===== config.mk =====
export PLATFORM = sky130hd
export DESIGN_NAME = tile_to_led_pixel_generator_flat
export DESIGN_NICKNAME = d
export VERILOG_FILES = /design/src/design/tlpg_pkg.sv /design/src/design/tlpg_in_if.sv /design/src/design/tlpg_out_if.sv /design/src/design/tlpg_cfg.sv /design/src/design/tlpg_tile_mem.sv /design/src/design/tlpg_walk.sv /design/src/design/tlpg_scale.sv /design/src/design/tile_to_led_pixel_generator.sv /design/src/flat_wrapper.sv
export SDC_FILE = /design/constraint.sdc
export NUM_CORES = 1
export LEC_CHECK = 0
export BUFFER_PORTS_ARGS = -buffer_cell sky130_fd_sc_hd__buf_2
export CORE_ASPECT_RATIO = 0.6
export CORE_MARGIN = 8
export CORE_UTILIZATION = 35
export CTS_CLUSTER_DIAMETER = 40
export DETAILED_ROUTE_END_ITERATION = 16
export PLACE_DENSITY_LB_ADDON = 0.08
export SLEW_MARGIN = 20
export SYNTH_ARGS = -nofsm -noshare
export SYNTH_HDL_FRONTEND = slang
export SYNTH_SLANG_ARGS = --single-unit

===== constraint.sdc =====
create_clock -name clk -period 5.69 [get_ports clk]
set_input_delay 0.2845 -clock clk [delete_from_list [all_inputs] [get_ports clk]]
set_output_delay 0.2845 -clock clk [all_outputs]
set_load 0.02 [all_outputs]

===== src/design/tlpg_pkg.sv =====
// shared types, constants and helpers for the tile-to-led pixel generator
package tlpg_pkg;

    // default sizing
    localparam int NUM_PIXELS_DEF     = 95;
    localparam int NUM_TILE_SLOTS_DEF = 8;

    // field widths
    localparam int COLOR_W   = 24;
    localparam int CHAN_W    = 8;
    localparam int SEG_LEN_W = 5;
    localparam int SEGS_W    = 40;
    localparam int PIX_IDX_W = 7;
    localparam int PROD_W    = 16;

    // configuration port
    localparam int CFG_ADDR_W = 6;
    localparam int CFG_DATA_W = 64;

    // register reset values
    localparam logic [CHAN_W-1:0]  BRIGHT_RESET = 8'd180;
    localparam logic [COLOR_W-1:0] SOLID_RESET  = 24'h8000DC;
    localparam logic [SEGS_W-1:0]  SEG_RESET    = 40'd391257665932;

    // item kinds
    localparam logic KIND_TILE_WRITE = 1'b0;
    localparam logic KIND_PIXEL_TICK = 1'b1;

    // register indexes
    typedef enum logic [2:0] {
        REG_STRIP_ON        = 3'd0,
        REG_LIVE_MODE       = 3'd1,
        REG_BRIGHTNESS      = 3'd2,
        REG_SOLID_COLOR     = 3'd3,
        REG_SEGMENT_LENGTHS = 3'd4
    } cfg_reg_t;

    // configuration seen by the datapath
    typedef struct packed {
        logic                strip_on;
        logic                live_mode;
        logic [CHAN_W-1:0]   brightness;
        logic [COLOR_W-1:0]  solid_color;
        logic [SEGS_W-1:0]   segment_lengths;
    } cfg_t;

    // per-pixel tag carried down the pipeline
    typedef struct packed {
        logic [PIX_IDX_W-1:0] pixel_index;
        logic                 frame_end;
        logic                 in_segment;
    } pix_t;

    // led count of one tile
    function automatic logic [SEG_LEN_W-1:0] seg_len(logic [SEGS_W-1:0] segs, logic [2:0] t);
        return segs[int'(t) * SEG_LEN_W +: SEG_LEN_W];
    endfunction

    // (p + 127) / 255 for a product of two 8-bit values
    function automatic logic [CHAN_W-1:0] scale255(logic [PROD_W-1:0] p);
        logic [PROD_W:0] x;
        logic [PROD_W:0] q;
        x = {1'b0, p} + 17'd127;
        q = (x + (x >> 8) + 17'd1) >> 8;
        return q[CHAN_W-1:0];
    endfunction

endpackage


===== src/design/tlpg_in_if.sv =====
// request channel: tile writes and pixel ticks
interface tlpg_in_if;
    import tlpg_pkg::*;

    logic              valid;
    logic              ready;
    logic              kind;
    logic [2:0]        tile_index;
    logic [CHAN_W-1:0] tile_red;
    logic [CHAN_W-1:0] tile_green;
    logic [CHAN_W-1:0] tile_blue;

    modport source (output valid, kind, tile_index, tile_red, tile_green, tile_blue,
                    input ready);
    modport sink   (input valid, kind, tile_index, tile_red, tile_green, tile_blue,
                    output ready);
endinterface


===== src/design/tlpg_out_if.sv =====
// result channel: one scaled pixel per pixel tick
interface tlpg_out_if;
    import tlpg_pkg::*;

    logic                 valid;
    logic                 ready;
    logic [PIX_IDX_W-1:0] pixel_index;
    logic [CHAN_W-1:0]    out_red;
    logic [CHAN_W-1:0]    out_green;
    logic [CHAN_W-1:0]    out_blue;
    logic                 frame_end;

    modport source (output valid, pixel_index, out_red, out_green, out_blue, frame_end,
                    input ready);
    modport sink   (input valid, pixel_index, out_red, out_green, out_blue, frame_end,
                    output ready);
endinterface


===== src/design/tlpg_cfg.sv =====
// apb configuration registers
module tlpg_cfg (
    input  logic                            clk,
    input  logic                            rst_n,
    input  logic                            psel,
    input  logic                            penable,
    input  logic                            pwrite,
    input  logic [tlpg_pkg::CFG_ADDR_W-1:0] paddr,
    input  logic [tlpg_pkg::CFG_DATA_W-1:0] pwdata,
    output logic [tlpg_pkg::CFG_DATA_W-1:0] prdata,
    output logic                            pready,
    output tlpg_pkg::cfg_t                  cfg
);
    import tlpg_pkg::*;

    cfg_t     cfg_reg;
    cfg_t     cfg_next;
    logic     wr_en;
    cfg_reg_t reg_sel;

    assign pready  = 1'b1;
    assign wr_en   = psel && penable && pwrite && pready;
    assign reg_sel = cfg_reg_t'(paddr[5:3]);

    // register write decode
    always_comb
    begin
        cfg_next = cfg_reg;
        if (wr_en)
        begin
            case (reg_sel)
                REG_STRIP_ON:        cfg_next.strip_on        = pwdata[0];
                REG_LIVE_MODE:       cfg_next.live_mode       = pwdata[0];
                REG_BRIGHTNESS:      cfg_next.brightness      = pwdata[CHAN_W-1:0];
                REG_SOLID_COLOR:     cfg_next.solid_color     = pwdata[COLOR_W-1:0];
                REG_SEGMENT_LENGTHS: cfg_next.segment_lengths = pwdata[SEGS_W-1:0];
                default:             cfg_next = cfg_reg;
            endcase
        end
    end

    always_ff @(posedge clk or negedge rst_n)
    begin
        if (!rst_n)
        begin
            cfg_reg.strip_on        <= 1'b0;
            cfg_reg.live_mode       <= 1'b0;
            cfg_reg.brightness      <= BRIGHT_RESET;
            cfg_reg.solid_color     <= SOLID_RESET;
            cfg_reg.segment_lengths <= SEG_RESET;
        end
        else
        begin
            cfg_reg <= cfg_next;
        end
    end

    // read mux
    always_comb
    begin
        case (reg_sel)
            REG_STRIP_ON:        prdata = CFG_DATA_W'(cfg_reg.strip_on);
            REG_LIVE_MODE:       prdata = CFG_DATA_W'(cfg_reg.live_mode);
            REG_BRIGHTNESS:      prdata = CFG_DATA_W'(cfg_reg.brightness);
            REG_SOLID_COLOR:     prdata = CFG_DATA_W'(cfg_reg.solid_color);
            REG_SEGMENT_LENGTHS: prdata = CFG_DATA_W'(cfg_reg.segment_lengths);
            default:             prdata = '0;
        endcase
    end

    assign cfg = cfg_reg;

endmodule


===== src/design/tlpg_tile_mem.sv =====
// tile colour memory, registered read, valid bit per entry
module tlpg_tile_mem #(
    parameter int NUM_TILE_SLOTS = tlpg_pkg::NUM_TILE_SLOTS_DEF,
    parameter int TILE_W         = (NUM_TILE_SLOTS > 1) ? $clog2(NUM_TILE_SLOTS) : 1
) (
    input  logic                         clk,
    input  logic                         rst_n,
    input  logic                         wr_en,
    input  logic [TILE_W-1:0]            wr_addr,
    input  logic [tlpg_pkg::COLOR_W-1:0] wr_data,
    input  logic                         rd_en,
    input  logic [TILE_W-1:0]            rd_addr,
    output logic [tlpg_pkg::COLOR_W-1:0] rd_data
);
    import tlpg_pkg::*;

    logic [COLOR_W-1:0]        tile_mem [NUM_TILE_SLOTS];
    logic [NUM_TILE_SLOTS-1:0] valid_reg;
    logic [NUM_TILE_SLOTS-1:0] valid_next;
    logic [COLOR_W-1:0]        rd_data_reg;
    logic                      rd_valid_reg;

    // storage write
    always_ff @(posedge clk)
    begin
        if (wr_en)
        begin
            tile_mem[wr_addr] <= wr_data;
        end
    end

    // entries never written read as black
    always_comb
    begin
        valid_next = valid_reg;
        if (wr_en)
        begin
            valid_next[wr_addr] = 1'b1;
        end
    end

    always_ff @(posedge clk or negedge rst_n)
    begin
        if (!rst_n)
        begin
            valid_reg <= '0;
        end
        else
        begin
            valid_reg <= valid_next;
        end
    end

    // registered read port
    always_ff @(posedge clk)
    begin
        if (rd_en)
        begin
            rd_data_reg  <= tile_mem[rd_addr];
            rd_valid_reg <= valid_reg[rd_addr];
        end
    end

    assign rd_data = rd_valid_reg ? rd_data_reg : '0;

endmodule


===== src/design/tlpg_walk.sv =====
// strip position and segment walk, issues the tile read
module tlpg_walk #(
    parameter int NUM_PIXELS     = tlpg_pkg::NUM_PIXELS_DEF,
    parameter int NUM_TILE_SLOTS = tlpg_pkg::NUM_TILE_SLOTS_DEF,
    parameter int TILE_W         = (NUM_TILE_SLOTS > 1) ? $clog2(NUM_TILE_SLOTS) : 1
) (
    input  logic                        clk,
    input  logic                        rst_n,
    input  logic                        tick,
    input  logic [tlpg_pkg::SEGS_W-1:0] segment_lengths,
    input  logic                        s1_ready,
    output logic                        rd_en,
    output logic [TILE_W-1:0]           rd_addr,
    output logic                        s1_valid,
    output tlpg_pkg::pix_t              s1_meta
);
    import tlpg_pkg::*;

    localparam int POS_W = (NUM_PIXELS > 1) ? $clog2(NUM_PIXELS) : 1;
    localparam int CT_W  = $clog2(NUM_TILE_SLOTS + 1);
    localparam logic [POS_W-1:0] LAST_POS = POS_W'(NUM_PIXELS - 1);
    localparam logic [CT_W-1:0]  TILE_END = CT_W'(NUM_TILE_SLOTS);

    logic [POS_W-1:0]     pos_reg;
    logic [POS_W-1:0]     pos_next;
    logic [CT_W-1:0]      cur_reg;
    logic [CT_W-1:0]      cur_next;
    logic [SEG_LEN_W-1:0] count_reg;
    logic [SEG_LEN_W-1:0] count_next;
    logic                 s1_valid_reg;
    logic                 s1_valid_next;
    pix_t                 s1_meta_reg;

    logic [CT_W-1:0]      sel_tile;
    logic                 stay;
    logic                 hit;
    logic                 last;

    // pick the tile that holds this led
    always_comb
    begin
        sel_tile = cur_reg;
        stay     = 1'b0;
        if (cur_reg < TILE_END)
        begin
            stay = count_reg < seg_len(segment_lengths, 3'(cur_reg));
        end
        hit = stay;
        for (int t = 0; t < NUM_TILE_SLOTS; t++)
        begin
            if (!hit && (CT_W'(t) > cur_reg) && (seg_len(segment_lengths, 3'(t)) != '0))
            begin
                sel_tile = CT_W'(t);
                hit      = 1'b1;
            end
        end
        if (!hit)
        begin
            sel_tile = TILE_END;
        end
    end

    assign last = pos_reg >= LAST_POS;

    // walk state update
    always_comb
    begin
        pos_next   = pos_reg;
        cur_next   = cur_reg;
        count_next = count_reg;
        if (tick)
        begin
            if (last)
            begin
                pos_next   = '0;
                cur_next   = '0;
                count_next = '0;
            end
            else
            begin
                pos_next = pos_reg + POS_W'(1);
                cur_next = sel_tile;
                if (stay)
                begin
                    count_next = count_reg + SEG_LEN_W'(1);
                end
                else if (hit)
                begin
                    count_next = SEG_LEN_W'(1);
                end
                else
                begin
                    count_next = '0;
                end
            end
        end
    end

    // stage one occupancy
    always_comb
    begin
        if (tick)
        begin
            s1_valid_next = 1'b1;
        end
        else if (s1_ready)
        begin
            s1_valid_next = 1'b0;
        end
        else
        begin
            s1_valid_next = s1_valid_reg;
        end
    end

    always_ff @(posedge clk or negedge rst_n)
    begin
        if (!rst_n)
        begin
            pos_reg      <= '0;
            cur_reg      <= '0;
            count_reg    <= '0;
            s1_valid_reg <= 1'b0;
        end
        else
        begin
            pos_reg      <= pos_next;
            cur_reg      <= cur_next;
            count_reg    <= count_next;
            s1_valid_reg <= s1_valid_next;
        end
    end

    // tag that travels with the memory read
    always_ff @(posedge clk)
    begin
        if (tick)
        begin
            s1_meta_reg.pixel_index <= PIX_IDX_W'(pos_reg);
            s1_meta_reg.frame_end   <= last;
            s1_meta_reg.in_segment  <= hit;
        end
    end

    assign rd_en    = tick;
    assign rd_addr  = sel_tile[TILE_W-1:0];
    assign s1_valid = s1_valid_reg;
    assign s1_meta  = s1_meta_reg;

endmodule


===== src/design/tlpg_scale.sv =====
// colour select, brightness multiply and rounding, output register
module tlpg_scale (
    input  logic                         clk,
    input  logic                         rst_n,
    input  logic                         s1_valid,
    input  tlpg_pkg::pix_t               s1_meta,
    input  logic [tlpg_pkg::COLOR_W-1:0] tile_color,
    input  tlpg_pkg::cfg_t               cfg,
    output logic                         s1_ready,
    tlpg_out_if.source                   result
);
    import tlpg_pkg::*;

    logic               v2_reg;
    logic               v2_next;
    logic               v3_reg;
    logic               v3_next;
    logic               rdy2;
    logic               rdy3;
    logic               load2;
    logic               load3;
    logic [COLOR_W-1:0] color;

    logic [PROD_W-1:0]    prod_r_reg;
    logic [PROD_W-1:0]    prod_g_reg;
    logic [PROD_W-1:0]    prod_b_reg;
    pix_t                 meta2_reg;
    logic [CHAN_W-1:0]    red_reg;
    logic [CHAN_W-1:0]    green_reg;
    logic [CHAN_W-1:0]    blue_reg;
    pix_t                 meta3_reg;

    // stage handshakes
    assign rdy3     = !v3_reg || result.ready;
    assign rdy2     = !v2_reg || rdy3;
    assign s1_ready = rdy2;
    assign load2    = s1_valid && rdy2;
    assign load3    = v2_reg && rdy3;

    // colour source
    always_comb
    begin
        if (!cfg.strip_on)
        begin
            color = '0;
        end
        else if (!cfg.live_mode)
        begin
            color = cfg.solid_color;
        end
        else if (s1_meta.in_segment)
        begin
            color = tile_color;
        end
        else
        begin
            color = '0;
        end
    end

    always_comb
    begin
        v2_next = load2 ? 1'b1 : (rdy3 ? 1'b0 : v2_reg);
        v3_next = load3 ? 1'b1 : (result.ready ? 1'b0 : v3_reg);
    end

    always_ff @(posedge clk or negedge rst_n)
    begin
        if (!rst_n)
        begin
            v2_reg <= 1'b0;
            v3_reg <= 1'b0;
        end
        else
        begin
            v2_reg <= v2_next;
            v3_reg <= v3_next;
        end
    end

    // brightness products
    always_ff @(posedge clk)
    begin
        if (load2)
        begin
            prod_r_reg <= PROD_W'(color[23:16]) * PROD_W'(cfg.brightness);
            prod_g_reg <= PROD_W'(color[15:8]) * PROD_W'(cfg.brightness);
            prod_b_reg <= PROD_W'(color[7:0]) * PROD_W'(cfg.brightness);
            meta2_reg  <= s1_meta;
        end
    end

    // rounded divide by 255 into the output register
    always_ff @(posedge clk)
    begin
        if (load3)
        begin
            red_reg   <= scale255(prod_r_reg);
            green_reg <= scale255(prod_g_reg);
            blue_reg  <= scale255(prod_b_reg);
            meta3_reg <= meta2_reg;
        end
    end

    assign result.valid       = v3_reg;
    assign result.pixel_index = meta3_reg.pixel_index;
    assign result.out_red     = red_reg;
    assign result.out_green   = green_reg;
    assign result.out_blue    = blue_reg;
    assign result.frame_end   = meta3_reg.frame_end;

endmodule


===== src/design/tile_to_led_pixel_generator.sv =====
// top level of the tile-to-led pixel generator
//
//  channel   dir  handshake        payload
//  item      in   valid/ready      kind, tile_index, tile_red, tile_green, tile_blue
//  result    out  valid/ready      pixel_index, out_red, out_green, out_blue, frame_end
//  apb       in   psel/penable     paddr[5:3] register, pwdata/prdata 64 bits
//
// one request per cycle while the result side keeps up; a tile write takes effect
// at its accepting edge, a pixel tick passes three register stages (tile memory
// read, multiply, round) and its result is offered from the round stage.
// reset marks every tile entry unwritten so it reads black, with no clearing pass.
// a stalled result holds only the stages behind it that are full, so empty stages
// still take requests; with all three full the request side waits.
module tile_to_led_pixel_generator #(
    parameter int NUM_PIXELS     = tlpg_pkg::NUM_PIXELS_DEF,
    parameter int NUM_TILE_SLOTS = tlpg_pkg::NUM_TILE_SLOTS_DEF
) (
    input  logic                            clk,
    input  logic                            rst_n,
    tlpg_in_if.sink                         item,
    tlpg_out_if.source                      result,
    input  logic                            psel,
    input  logic                            penable,
    input  logic                            pwrite,
    input  logic [tlpg_pkg::CFG_ADDR_W-1:0] paddr,
    input  logic [tlpg_pkg::CFG_DATA_W-1:0] pwdata,
    output logic [tlpg_pkg::CFG_DATA_W-1:0] prdata,
    output logic                            pready
);
    import tlpg_pkg::*;

    localparam int TILE_W = (NUM_TILE_SLOTS > 1) ? $clog2(NUM_TILE_SLOTS) : 1;

    cfg_t               cfg;
    logic               accept;
    logic               tick;
    logic               tile_wr;
    logic               rd_en;
    logic [TILE_W-1:0]  rd_addr;
    logic [COLOR_W-1:0] tile_color;
    logic               s1_valid;
    logic               s1_ready;
    pix_t               s1_meta;

    // request decode
    assign item.ready = !s1_valid || s1_ready;
    assign accept     = item.valid && item.ready;
    assign tick       = accept && (item.kind == KIND_PIXEL_TICK);
    assign tile_wr    = accept && (item.kind == KIND_TILE_WRITE)
                        && (int'(item.tile_index) < NUM_TILE_SLOTS);

    tlpg_cfg u_cfg (
        .clk     (clk),
        .rst_n   (rst_n),
        .psel    (psel),
        .penable (penable),
        .pwrite  (pwrite),
        .paddr   (paddr),
        .pwdata  (pwdata),
        .prdata  (prdata),
        .pready  (pready),
        .cfg     (cfg)
    );

    tlpg_walk #(
        .NUM_PIXELS     (NUM_PIXELS),
        .NUM_TILE_SLOTS (NUM_TILE_SLOTS),
        .TILE_W         (TILE_W)
    ) u_walk (
        .clk             (clk),
        .rst_n           (rst_n),
        .tick            (tick),
        .segment_lengths (cfg.segment_lengths),
        .s1_ready        (s1_ready),
        .rd_en           (rd_en),
        .rd_addr         (rd_addr),
        .s1_valid        (s1_valid),
        .s1_meta         (s1_meta)
    );

    tlpg_tile_mem #(
        .NUM_TILE_SLOTS (NUM_TILE_SLOTS),
        .TILE_W         (TILE_W)
    ) u_mem (
        .clk     (clk),
        .rst_n   (rst_n),
        .wr_en   (tile_wr),
        .wr_addr (TILE_W'(item.tile_index)),
        .wr_data ({item.tile_red, item.tile_green, item.tile_blue}),
        .rd_en   (rd_en),
        .rd_addr (rd_addr),
        .rd_data (tile_color)
    );

    tlpg_scale u_scale (
        .clk        (clk),
        .rst_n      (rst_n),
        .s1_valid   (s1_valid),
        .s1_meta    (s1_meta),
        .tile_color (tile_color),
        .cfg        (cfg),
        .s1_ready   (s1_ready),
        .result     (result)
    );

endmodule


===== src/flat_wrapper.sv =====
// flat-port wrapper written by rule: the top's interface ports become plain ports
module tile_to_led_pixel_generator_flat import tlpg_pkg::*;
#(
    parameter int NUM_PIXELS     = tlpg_pkg::NUM_PIXELS_DEF,
    parameter int NUM_TILE_SLOTS = tlpg_pkg::NUM_TILE_SLOTS_DEF
)
  (clk, rst_n, psel, penable, pwrite, paddr, pwdata, prdata, pready, item_valid, item_kind, item_tile_index, item_tile_red, item_tile_green, item_tile_blue, item_ready, result_valid, result_pixel_index, result_out_red, result_out_green, result_out_blue, result_frame_end, result_ready);
  tlpg_in_if item_i ();
  tlpg_out_if result_i ();
  input  logic clk;
  input  logic rst_n;
  input  logic psel;
  input  logic penable;
  input  logic pwrite;
  input  logic [tlpg_pkg::CFG_ADDR_W-1:0] paddr;
  input  logic [tlpg_pkg::CFG_DATA_W-1:0] pwdata;
  output logic [tlpg_pkg::CFG_DATA_W-1:0] prdata;
  output logic pready;
  input wire logic [$bits(item_i.valid)-1:0] item_valid;
  input wire logic [$bits(item_i.kind)-1:0] item_kind;
  input wire logic [$bits(item_i.tile_index)-1:0] item_tile_index;
  input wire logic [$bits(item_i.tile_red)-1:0] item_tile_red;
  input wire logic [$bits(item_i.tile_green)-1:0] item_tile_green;
  input wire logic [$bits(item_i.tile_blue)-1:0] item_tile_blue;
  output wire logic [$bits(item_i.ready)-1:0] item_ready;
  output wire logic [$bits(result_i.valid)-1:0] result_valid;
  output wire logic [$bits(result_i.pixel_index)-1:0] result_pixel_index;
  output wire logic [$bits(result_i.out_red)-1:0] result_out_red;
  output wire logic [$bits(result_i.out_green)-1:0] result_out_green;
  output wire logic [$bits(result_i.out_blue)-1:0] result_out_blue;
  output wire logic [$bits(result_i.frame_end)-1:0] result_frame_end;
  input wire logic [$bits(result_i.ready)-1:0] result_ready;
  assign item_i.valid = item_valid;
  assign item_i.kind = item_kind;
  assign item_i.tile_index = item_tile_index;
  assign item_i.tile_red = item_tile_red;
  assign item_i.tile_green = item_tile_green;
  assign item_i.tile_blue = item_tile_blue;
  assign item_ready = item_i.ready;
  assign result_valid = result_i.valid;
  assign result_pixel_index = result_i.pixel_index;
  assign result_out_red = result_i.out_red;
  assign result_out_green = result_i.out_green;
  assign result_out_blue = result_i.out_blue;
  assign result_frame_end = result_i.frame_end;
  assign result_i.ready = result_ready;
  tile_to_led_pixel_generator #(.NUM_PIXELS(NUM_PIXELS), .NUM_TILE_SLOTS(NUM_TILE_SLOTS)) u_core (.clk(clk), .rst_n(rst_n), .item(item_i), .result(result_i), .psel(psel), .penable(penable), .pwrite(pwrite), .paddr(paddr), .pwdata(pwdata), .prdata(prdata), .pready(pready));
endmodule

==> run_results.csv, run 1 <==
group,metric,value,unit
setup_path,crit_path_max_incr_delay,520,ps
drt,dr.pass1.iters,5,
global_route,grt_pass1_vias,17417,
drt,drt_iter0_drc,1069,
yosys,ys_warn_count,0,
sta,period_share,94.5,%
sta,hold_viol_final,0,
yosys,synth_edf_count,314,
setup_path,r2r_setup_slack,310,ps
yosys,synth_largest_area_cell,"edfxtp_1",
setup_path,crit_path_top_delay_cell,"fa_1",
worst_hold_path,hp-class,"in -> reg",
yosys,synthTopCellsByCount,"edfxtp_1 (314), inv_1 (186), nand2_1 (164), ha_1 (142), and2_1 (119)",
floorplanning,die_h,223,µm
yosys,syn-cell-area,0.0249,mm²
place,io_buffers,151,
global_route,antenna_found_initial,4,
worst_hold_path,hold_start,"item_valid",
sta,setup-tns-final,0,ps
global_route,grt_pass1_wl,107000,µm
clock_tree,clkTransAtPathRegs,60,ps
floorplanning,rows,75,
final_layout,fin_nets,2728,
clock_tree,ctsResizeCount,0,
setup_path,critPathRequiredTime,6060,ps
yosys,synth_seq_cells,415,
final_layout,drive_above_1_share,19.6,%
sta,rsz0062_at_grt,"false",
place,place_congestion,0.790,
global_route,overflow,0,
sta,tightest_slew,1030,ps
clock_tree,tritoncts,"done",
setup_path,end_kind,"flip-flop",
drt,vias,16876,
yosys,synth_ff_type,"edfxtp_1",
sta,hold-worst-slack,179,ps
sta,relSlewSlack,31.6,%
drt,postRouteAntennaNets,0,
final_layout,syn2layout_area_growth,19.0,%
setup_path,path_max_fanout,24,
final_layout,fillers,6586,
sta,fmax,0.186,GHz
setup_path,crit-reg2reg-launch,"u_core.u_cfg.cfg[72]",
setup_path,path_common_cell,"inv_1",
setup_path,crit_chain,"and3_1 > buf_4 > a21oi_1 > nor2b_1 > buf_4 > and2_1 > fa_1 > inv_1 > fa_1 > inv_1 > ha_1 > inv_1 > fa_1 > inv_1 > ha_1 > nor2b_1 > o21a_1 > nor2_1 > o21bai_1 > a31o_2 > a41oi_1 > a21oi_1 > xnor2_1",
setup_path,crit_type,"reg -> reg",
clock_tree,htree_levels,2,
yosys,async_flop_share,24.3,%
place,pre_cts_ws,352,ps
drt,wl,68400,µm
sta,setup_viol,0,
final_layout,largest_reg_flops,192,
pwr,power.density,464,mW/mm²
sta,final_max_slew_viol_count,0,
global_route,grt_util_all_layers,16.9,%
floorplanning,ios,204,
clock_tree,cts_setup_buffers,0,
clock_tree,ctsRootBufferMaster,"clkbuf_16",
setup_path,cp-startpoint,"u_core.u_cfg.cfg[72]",
clock_tree,cts_buffer_depth,3,
pwr,leakage,12.6,nW
yosys,ys_types,77,
yosys,ys_seq_area_share,48.1,%
clock_tree,cts_sinks,415,
clock_tree,numCtsBuffers,56,
pwr,peakVddDrop,0.683,mV
setup_path,critical-path-top-delay-family,"adder cells",
drt,vias_per_cell,5.04,
setup_path,crit_buf_inv,6,
yosys,synth.most_common_cell,"edfxtp_1",
sta,worst_slack,311,ps
setup_path,worst_setup_path_start_kind,"flip-flop",
yosys,synth_area_leaders,"edfxtp_1 (38%), fa_1 (8.7%), dfrtp_1 (7.4%)",
sta,clock_skew,50.7,ps
floorplanning,die_area,0.0802,mm²
global_route,grt_start_max_net_pins,102,
clock_tree,clock_latency,660,ps
run_status,status,"complete, no violations",
run,drv_cap,0,
floorplanning,core_area,0.0702,mm²
drt,wl_per_cell,20.4,µm
sta,min_period,5380,ps
yosys,synth_top_area_share,37.9,%
yosys,synth.avg_cell_area,11.7,µm²
floorplanning,fp.dieW,360,µm
floorplanning,start_util,35.5,%
place,detailed_place_hpwl,48600,µm
setup_path,cp.arrival,5750,ps
drt,drc,0,
yosys,netlist_instances,2121,
[layout by cell type (no fill, tap or decap), drive strengths merged, types with 10 or more instances in the layout]
cell	synthesis	layout
nor3	24	24
buf	44	225
conb	2	25
a22o	18	18
nor4	35	35
mux2	73	73
dlygate4sd3	0	66
mux2i	16	16
nand2	165	165
and2	119	119
nand2b	16	16
or2	11	11
clkbuf	76	76
nor2	50	50
a211oi	103	103
nand3	27	27
o21ai	38	38
dfstp	27	27
dfrtp	74	74
clkinv	0	10
ha	142	142
a21o	10	10
and3	116	116
xnor2	58	58
nor2b	60	60
edfxtp	314	314
fa	108	108
inv	186	201
xor2	35	35
o21a	11	11
a21oi	73	73
[logic make-up (layout without fill, tap and decap cells)]
family | after synthesis | after routing | synth area share [%]
simple gates | 654 | 654 | 14.4
other cells | 2 | 27 | 0.0302
fa+ha+maj | 250 | 250 | 15.8
flops | 415 | 415 | 48.1
buf+inv | 306 | 583 | 5.15
compound gates | 304 | 304 | 8.50
xor+xnor | 93 | 93 | 3.27
mux | 97 | 97 | 4.67
[worst paths after layout]
kind	end	depth (start not counted)
max	u_core.u_scale.prod_g_reg[15]	23
min	u_core.u_walk.s1_valid	4
max reg2reg	u_core.u_scale.prod_g_reg[15]	23
min reg2reg	u_core.u_scale.result.pixel_index[6]	0
max in group asynchronous	u_core.u_scale.result.valid	3
min in group asynchronous	u_core.u_cfg.cfg[30]	2
[worst reg2reg max path, cell delays in order (launching register included)]
cell      delay, ps
dfrtp_1         340
and3_1          140
buf_4           310
a21oi_1         130
nor2b_1         400
buf_4           220
and2_1          150
fa_1            170
inv_1            60
fa_1            520
inv_1            40
ha_1            260
inv_1            50
fa_1            520
inv_1            40
ha_1            320
nor2b_1         140
o21a_1          170
nor2_1          160
o21bai_1        120
a31o_2          280
a41oi_1         310
a21oi_1         130
xnor2_1         150
[metrics by stage]
stage	std cells	power [mW]	instance area (µm²)	utilization [%]
detailed placement	3173	10.3	27000	38.5
global route	3345	14.7	29600	42.2
finish	3347	13.8	29600	42.2
CTS	3345	14.0	29600	42.2
global placement	3173	10.3	27000	38.5
floorplan	2144	7.80	25000	-
[cell type report]
cell class	count	area (µm²)	area share (%)
Tap cell	924	1160	3.90
Antenna cell	2	5.00	0.0169
Multi-Input combinational cell	1423	11800	39.7
Clock buffer	76	1600	5.40
Sequential cell	415	12000	40.5
Timing Repair Buffer	291	2050	6.92
Clock inverter	30	355	1.20
Inverter	186	698	2.36
[routing by layer]
layer	up-vias	share of wire, %	track usage, %
met5	-	0.031	0
met4	4	1.5	3.24
met3	71	6.7	4.10
met2	389	40	23.7
met1	8398	52	26.3
li1	8014	-	-
[timing repair]
| item | in CTS | in global routing |
|---|---|---|
| hold endpoints to repair | 303 | 0 |
| hold buffers | 66 | 0 |
| setup endpoints to repair | 0 | 0 |
[power by group]
part | switching (mW) | internal (mW)
Sequential | 0.444 | 3.87
Combinational | 3.54 | 2.31
Clock | 1.51 | 2.08
Total | 5.49 | 8.26
Note: power is estimated with default switching activity, not from simulation.
==> run 2, diff against run 1 <==
CORE_MARGIN = unset   (was 8)
PLACE_DENSITY_LB_ADDON = unset   (was 0.08)
==> run_results.csv, run 2 (same netlist as run 1, synthesis figures left out) <==
group,metric,value,unit
setup_path,end_kind,"flip-flop",
drt,wl_per_cell,18.9,µm
final_layout,fillers,6447,
floorplanning,rows,75,
sta,fmax,0.188,GHz
final_layout,seqCellArea,0.0120,mm²
drt,vias_per_cell,5.12,
final_layout,final_cell_mix,"edfxtp_1 (314), inv_1 (186), nand2_1 (163)",
clock_tree,ctsRootBufferMaster,"clkbuf_16",
setup_path,worst_setup_path_start_kind,"flip-flop",
drt,vias,16991,
drt,drc,0,
setup_path,cp.arrival,5670,ps
clock_tree,cts_buffer_depth,3,
sta,setup-tns-final,0,ps
setup_path,critPathRequiredTime,6040,ps
setup_path,crit_type,"reg -> reg",
sta,tightest_slew,1060,ps
clock_tree,cts_sinks,415,
floorplanning,start_util,35.5,%
final_layout,largest_reg_flops,192,
clock_tree,clock_latency,630,ps
pwr,pwr-share-seq,32.5,%
sta,period_share,93.5,%
clock_tree,cts_setup_buffers,0,
global_route,grt_pass1_vias,17381,
clock_tree,ctsResizeCount,0,
drt,postRouteAntennaNets,0,
sta,hold_viol_final,0,
floorplanning,core_area,0.0701,mm²
pwr,pwr-share-comb,41.1,%
place,io_buffers,151,
floorplanning,die_h,209,µm
floorplanning,die_area,0.0723,mm²
global_route,grt_start_max_net_pins,102,
drt,wl,62700,µm
place,placed_area,0.0269,mm²
pwr,clkPwrFrac,26.5,%
final_layout,layout_commonest_cell,"edfxtp_1",
floorplanning,fp.dieW,346,µm
run,drv_cap,0,
floorplanning,ios,204,
clock_tree,clkTransAtPathRegs,60,ps
sta,final_max_slew_viol_count,0,
global_route,grt_util_all_layers,17.6,%
place,place_congestion,0.871,
global_route,grt_pass1_wl,99200,µm
clock_tree,numCtsBuffers,51,
drt,drt_iter0_drc,1145,
final_layout,fin_nets,2702,
sta,min_period,5320,ps
pwr,peakVddDrop,0.791,mV
clock_tree,htree_levels,2,
drt,dr.pass1.iters,5,
global_route,antenna_found_initial,6,
setup_path,path_max_fanout,24,
pwr,internal_power,8.07,mW
pwr,p_switching,5.13,mW
pwr,leakage,12.5,nW
sta,setup_viol,0,
run_status,status,"complete, no violations",
worst_hold_path,hp-class,"in -> reg",
pwr,p_sw_share,38.9,%
sta,clock_skew,35.2,ps
sta,rsz0062_at_grt,"false",
final_layout,drive_above_1_share,18.7,%
final_layout,design_area,0.0294,mm²
clock_tree,tritoncts,"done",
final_layout,syn2layout_area_growth,18.2,%
global_route,overflow,0,
final_layout,multiInputGateArea,0.0118,mm²
sta,relSlewSlack,29.5,%
place,detailed_place_hpwl,44300,µm
pwr,power.density,448,mW/mm²
## run 2: power groups by stage
stage | sequential [mW] | clock [mW] | combinational [mW]
floorplan | 4.10 | 0 | 3.70
global placement | 4.32 | 0 | 5.29
detailed placement | 4.34 | 0 | 5.39
CTS | 4.28 | 3.56 | 5.46
global route | 4.33 | 3.69 | 5.93
finish | 4.29 | 3.49 | 5.42
## run 2: final cells by class
| class | count | area share, % |
|---|---|---|
| Multi-Input combinational cell | 1423 | 40.1 |
| Sequential cell | 415 | 40.7 |
| Antenna cell | 4 | 0.0340 |
| Clock inverter | 32 | 1.55 |
| Inverter | 186 | 2.37 |
| Tap cell | 924 | 3.93 |
| Clock buffer | 64 | 4.77 |
| Timing Repair Buffer | 270 | 6.47 |
## run 2: path summary, 6_finish.rpt
check	slack, ps	end	start	cells after the start
worst min register to register	420	u_core.u_scale.meta2_reg[7]	u_core.u_walk.s1_meta[7]	0
max in group asynchronous	4280	u_core.u_cfg.cfg[47]	rst_n	3
worst max register to register	370	u_core.u_scale.prod_r_reg[13]	u_core.u_mem.rd_valid_reg	22
worst max-delay path	370	u_core.u_scale.prod_r_reg[13]	u_core.u_mem.rd_valid_reg	22
worst min-delay path	210	u_core.u_cfg.cfg[73]	paddr[5]	3
min in group asynchronous	300	u_core.u_cfg.cfg[37]	rst_n	2
## run 2: repair_timing
action                                 4_1_cts  5_1_grt
endpoints found under the hold margin      315        0
setup endpoints to repair                    0        0
hold buffers                                66        0
## run 2: stage by stage
stage	std cells	utilization (%)	hold WS [ps]	power, mW	worst slack [ps]
2_1_floorplan	2144	-	-11.1	7.80	314
3_3_place_gp	3151	38.3	405	9.61	511
4_1_cts	3314	42.0	158	13.3	442
3_5_place_dp	3152	38.4	407	9.73	470
6_report	3318	42.0	207	13.2	369
5_1_grt	3315	42.0	193	14.0	92.6
## run 2: layer usage
layer	part of all wire [%]	vias to the layer above	global-route usage, %
met2	43	519	26.4
met4	2.1	4	4.81
met1	47	8416	25.0
li1	-	7963	-
met3	8.4	89	4.76
met5	0.084	-	0.527
## run 2: critical path, cell delays in order (launching register included)
cell and delay (ps):
edfxtp_1 370, and3_1 220, buf_12 160, a21oi_1 470, nor2b_1 180, and2_1 220
fa_1 410, inv_1 90, fa_1 380, inv_1 60, ha_1 120, inv_1 60
fa_1 530, inv_1 40, ha_1 320, nor2b_1 140, o21ai_0 170, nand2b_1 110
a21o_1 210, a31o_2 260, a41oi_1 270, nand2b_1 100, xor2_1 150
==> run 3, diff against run 2 <==
PLACE_DENSITY = 0.54   (was unset)
==> run_results.csv, run 3 (same netlist as run 1, synthesis figures left out) <==
group,metric,value,unit
sta,setup-tns-final,0,ps
clock_tree,ctsRootBufferMaster,"clkbuf_16",
setup_path,critical-path-top-delay-family,"adder cells",
sta,hold_viol_final,0,
drt,dr.pass1.iters,5,
clock_tree,htree_levels,2,
global_route,antenna_found_initial,7,
final_layout,fin_cells,3325,
global_route,grt_start_max_net_pins,101,
clock_tree,clkTransAtPathRegs,60,ps
drt,vias_per_cell,5.05,
setup_path,worst_setup_path_start_kind,"flip-flop",
final_layout,syn2layout_area_growth,17.5,%
place,io_buffers,151,
floorplanning,rows,75,
global_route,grt_util_all_layers,17.9,%
pwr,power.density,441,mW/mm²
sta,worst_slack,259,ps
setup_path,crit_chain,"and3_1 > buf_12 > a21oi_1 > nor2b_1 > and2_1 > fa_1 > fa_1 > inv_1 > fa_1 > fa_1 > inv_1 > ha_1 > o21ai_0 > nand2b_1 > a21o_1 > a31o_2 > a41oi_1 > nand2b_1 > xor2_1",
sta,fmax,0.184,GHz
floorplanning,fp.dieW,346,µm
setup_path,cp.depth,19,
sta,final_max_slew_viol_count,0,
sta,setup_viol,0,
final_layout,final_cell_mix,"edfxtp_1 (314), inv_1 (186), nand2_1 (163)",
sta,tightest_slew,1050,ps
floorplanning,die_area,0.0723,mm²
global_route,overflow,0,
final_layout,drive_above_1_share,18.7,%
setup_path,end_kind,"flip-flop",
place,placed_area,0.0268,mm²
place,place_inst,3155,
sta,relSlewSlack,29.2,%
drt,drt_iter0_drc,1121,
worst_hold_path,hp-class,"in -> reg",
run,drv_cap,0,
worst_hold_path,min_path_cells,3,
final_layout,design_area,0.0293,mm²
place,place_congestion,0.824,
place,detailed_place_hpwl,44600,µm
setup_path,path_common_cell,"fa_1",
sta,period_share,95.4,%
run_status,status,"complete, no violations",
global_route,grt_pass1_wl,100000,µm
setup_path,cp.arrival,5750,ps
clock_tree,clock_latency,650,ps
sta,min_period,5430,ps
final_layout,layout_commonest_cell,"edfxtp_1",
setup_path,critPathRequiredTime,6010,ps
setup_path,crit_path_max_incr_delay,550,ps
final_layout,largest_reg_flops,192,
sta,clock_skew,72.4,ps
floorplanning,ios,204,
setup_path,crit_buf_inv,3,
drt,postRouteAntennaNets,0,
pwr,leakage,12.4,nW
floorplanning,start_util,35.5,%
final_layout,fin_nets,2707,
sta,rsz0062_at_grt,"false",
clock_tree,cts_sinks,415,
clock_tree,numCtsBuffers,53,
setup_path,worst_r2r_path_depth,19,
sta,hold-worst-slack,118,ps
clock_tree,cts_setup_buffers,0,
pwr,peakVddDrop,0.701,mV
setup_path,crit_path_top_delay_cell,"fa_1",
floorplanning,core_area,0.0701,mm²
clock_tree,cts_buffer_depth,3,
floorplanning,die_h,209,µm
drt,drc,0,
global_route,grt_pass1_vias,16995,
clock_tree,tritoncts,"done",
setup_path,path_max_fanout,24,
drt,wl,63400,µm
place,pre_cts_ws,347,ps
drt,wl_per_cell,19.1,µm
drt,vias,16804,
setup_path,crit_type,"reg -> reg",
run 3: changes by cell type in the layout (fill, tap and decap cells not counted), sizes merged:
cell	delta
inv	+8
clkbuf	-5
clkinv	+5
bufinv	-4
buf	+3
run 3: worst paths after layout:
| path | to | startpoint | slack (ps) |
|---|---|---|---|
| worst max register to register | u_core.u_scale.prod_r_reg[13] | u_core.u_walk.s1_meta[0] | 260 |
| max in group asynchronous | u_core.u_walk.pos_reg[5] | rst_n | 4220 |
| worst min register to register | u_core.u_scale.result.pixel_index[2] | u_core.u_scale.meta2_reg[4] | 420 |
| worst max-delay path | u_core.u_scale.prod_r_reg[13] | u_core.u_walk.s1_meta[0] | 260 |
| worst min-delay path | u_core.u_cfg.cfg[73] | paddr[5] | 120 |
| min in group asynchronous | u_core.u_cfg.cfg[31] | rst_n | 200 |
run 3: repair_timing:
item                       CTS  global route
gates resized for setup      0             1
setup endpoints to repair    0             2
hold buffers                66             0
hold endpoints to repair   299             0
run 3: area by class of cell:
cell class	count	area [µm²]
diodes	4	10.0
clock buffers	59	1350
clock inverters	41	418
fillers	6565	40800
inverters	186	698
multi-input cells	1423	11800
flip-flops and latches	415	12000
well taps	924	1160
repair buffers	273	1880
run 3: per-layer routing:
layer,wire length (µm),GRT usage [%]
met1,30900,26.4
met2,26900,26.2
met3,4500,4.44
met4,1100,4.14
met5,41,0
run 3: stage by stage:
stage / total power, mW / util, %
3_3_place_gp: 9.53 / 38.3
4_1_cts: 13.1 / 41.7
2_1_floorplan: 7.80 / -
3_5_place_dp: 9.60 / 38.3
5_1_grt: 13.7 / 41.8
6_report: 12.9 / 41.8
run 3: worst register-to-register path, cell delays in order, from the launching register on:
cell and delay, ps:
edfxtp_1 360, and3_1 210, buf_12 170, a21oi_1 380, nor2b_1 200, and2_1 220, fa_1 450, fa_1 550
inv_1 50, fa_1 460, fa_1 540, inv_1 40, ha_1 320, o21ai_0 90, nand2b_1 100, a21o_1 200
a31o_2 260, a41oi_1 250, nand2b_1 90, xor2_1 150
run 3: power by group:
| group | internal [mW] | switching [mW] | total (mW) |
|---|---|---|---|
| clock | 1.90 | 1.44 | 3.34 |
| sequential | 3.86 | 0.432 | 4.30 |
| combinational | 1.96 | 3.30 | 5.26 |
| total | 7.73 | 5.17 | 12.9 |
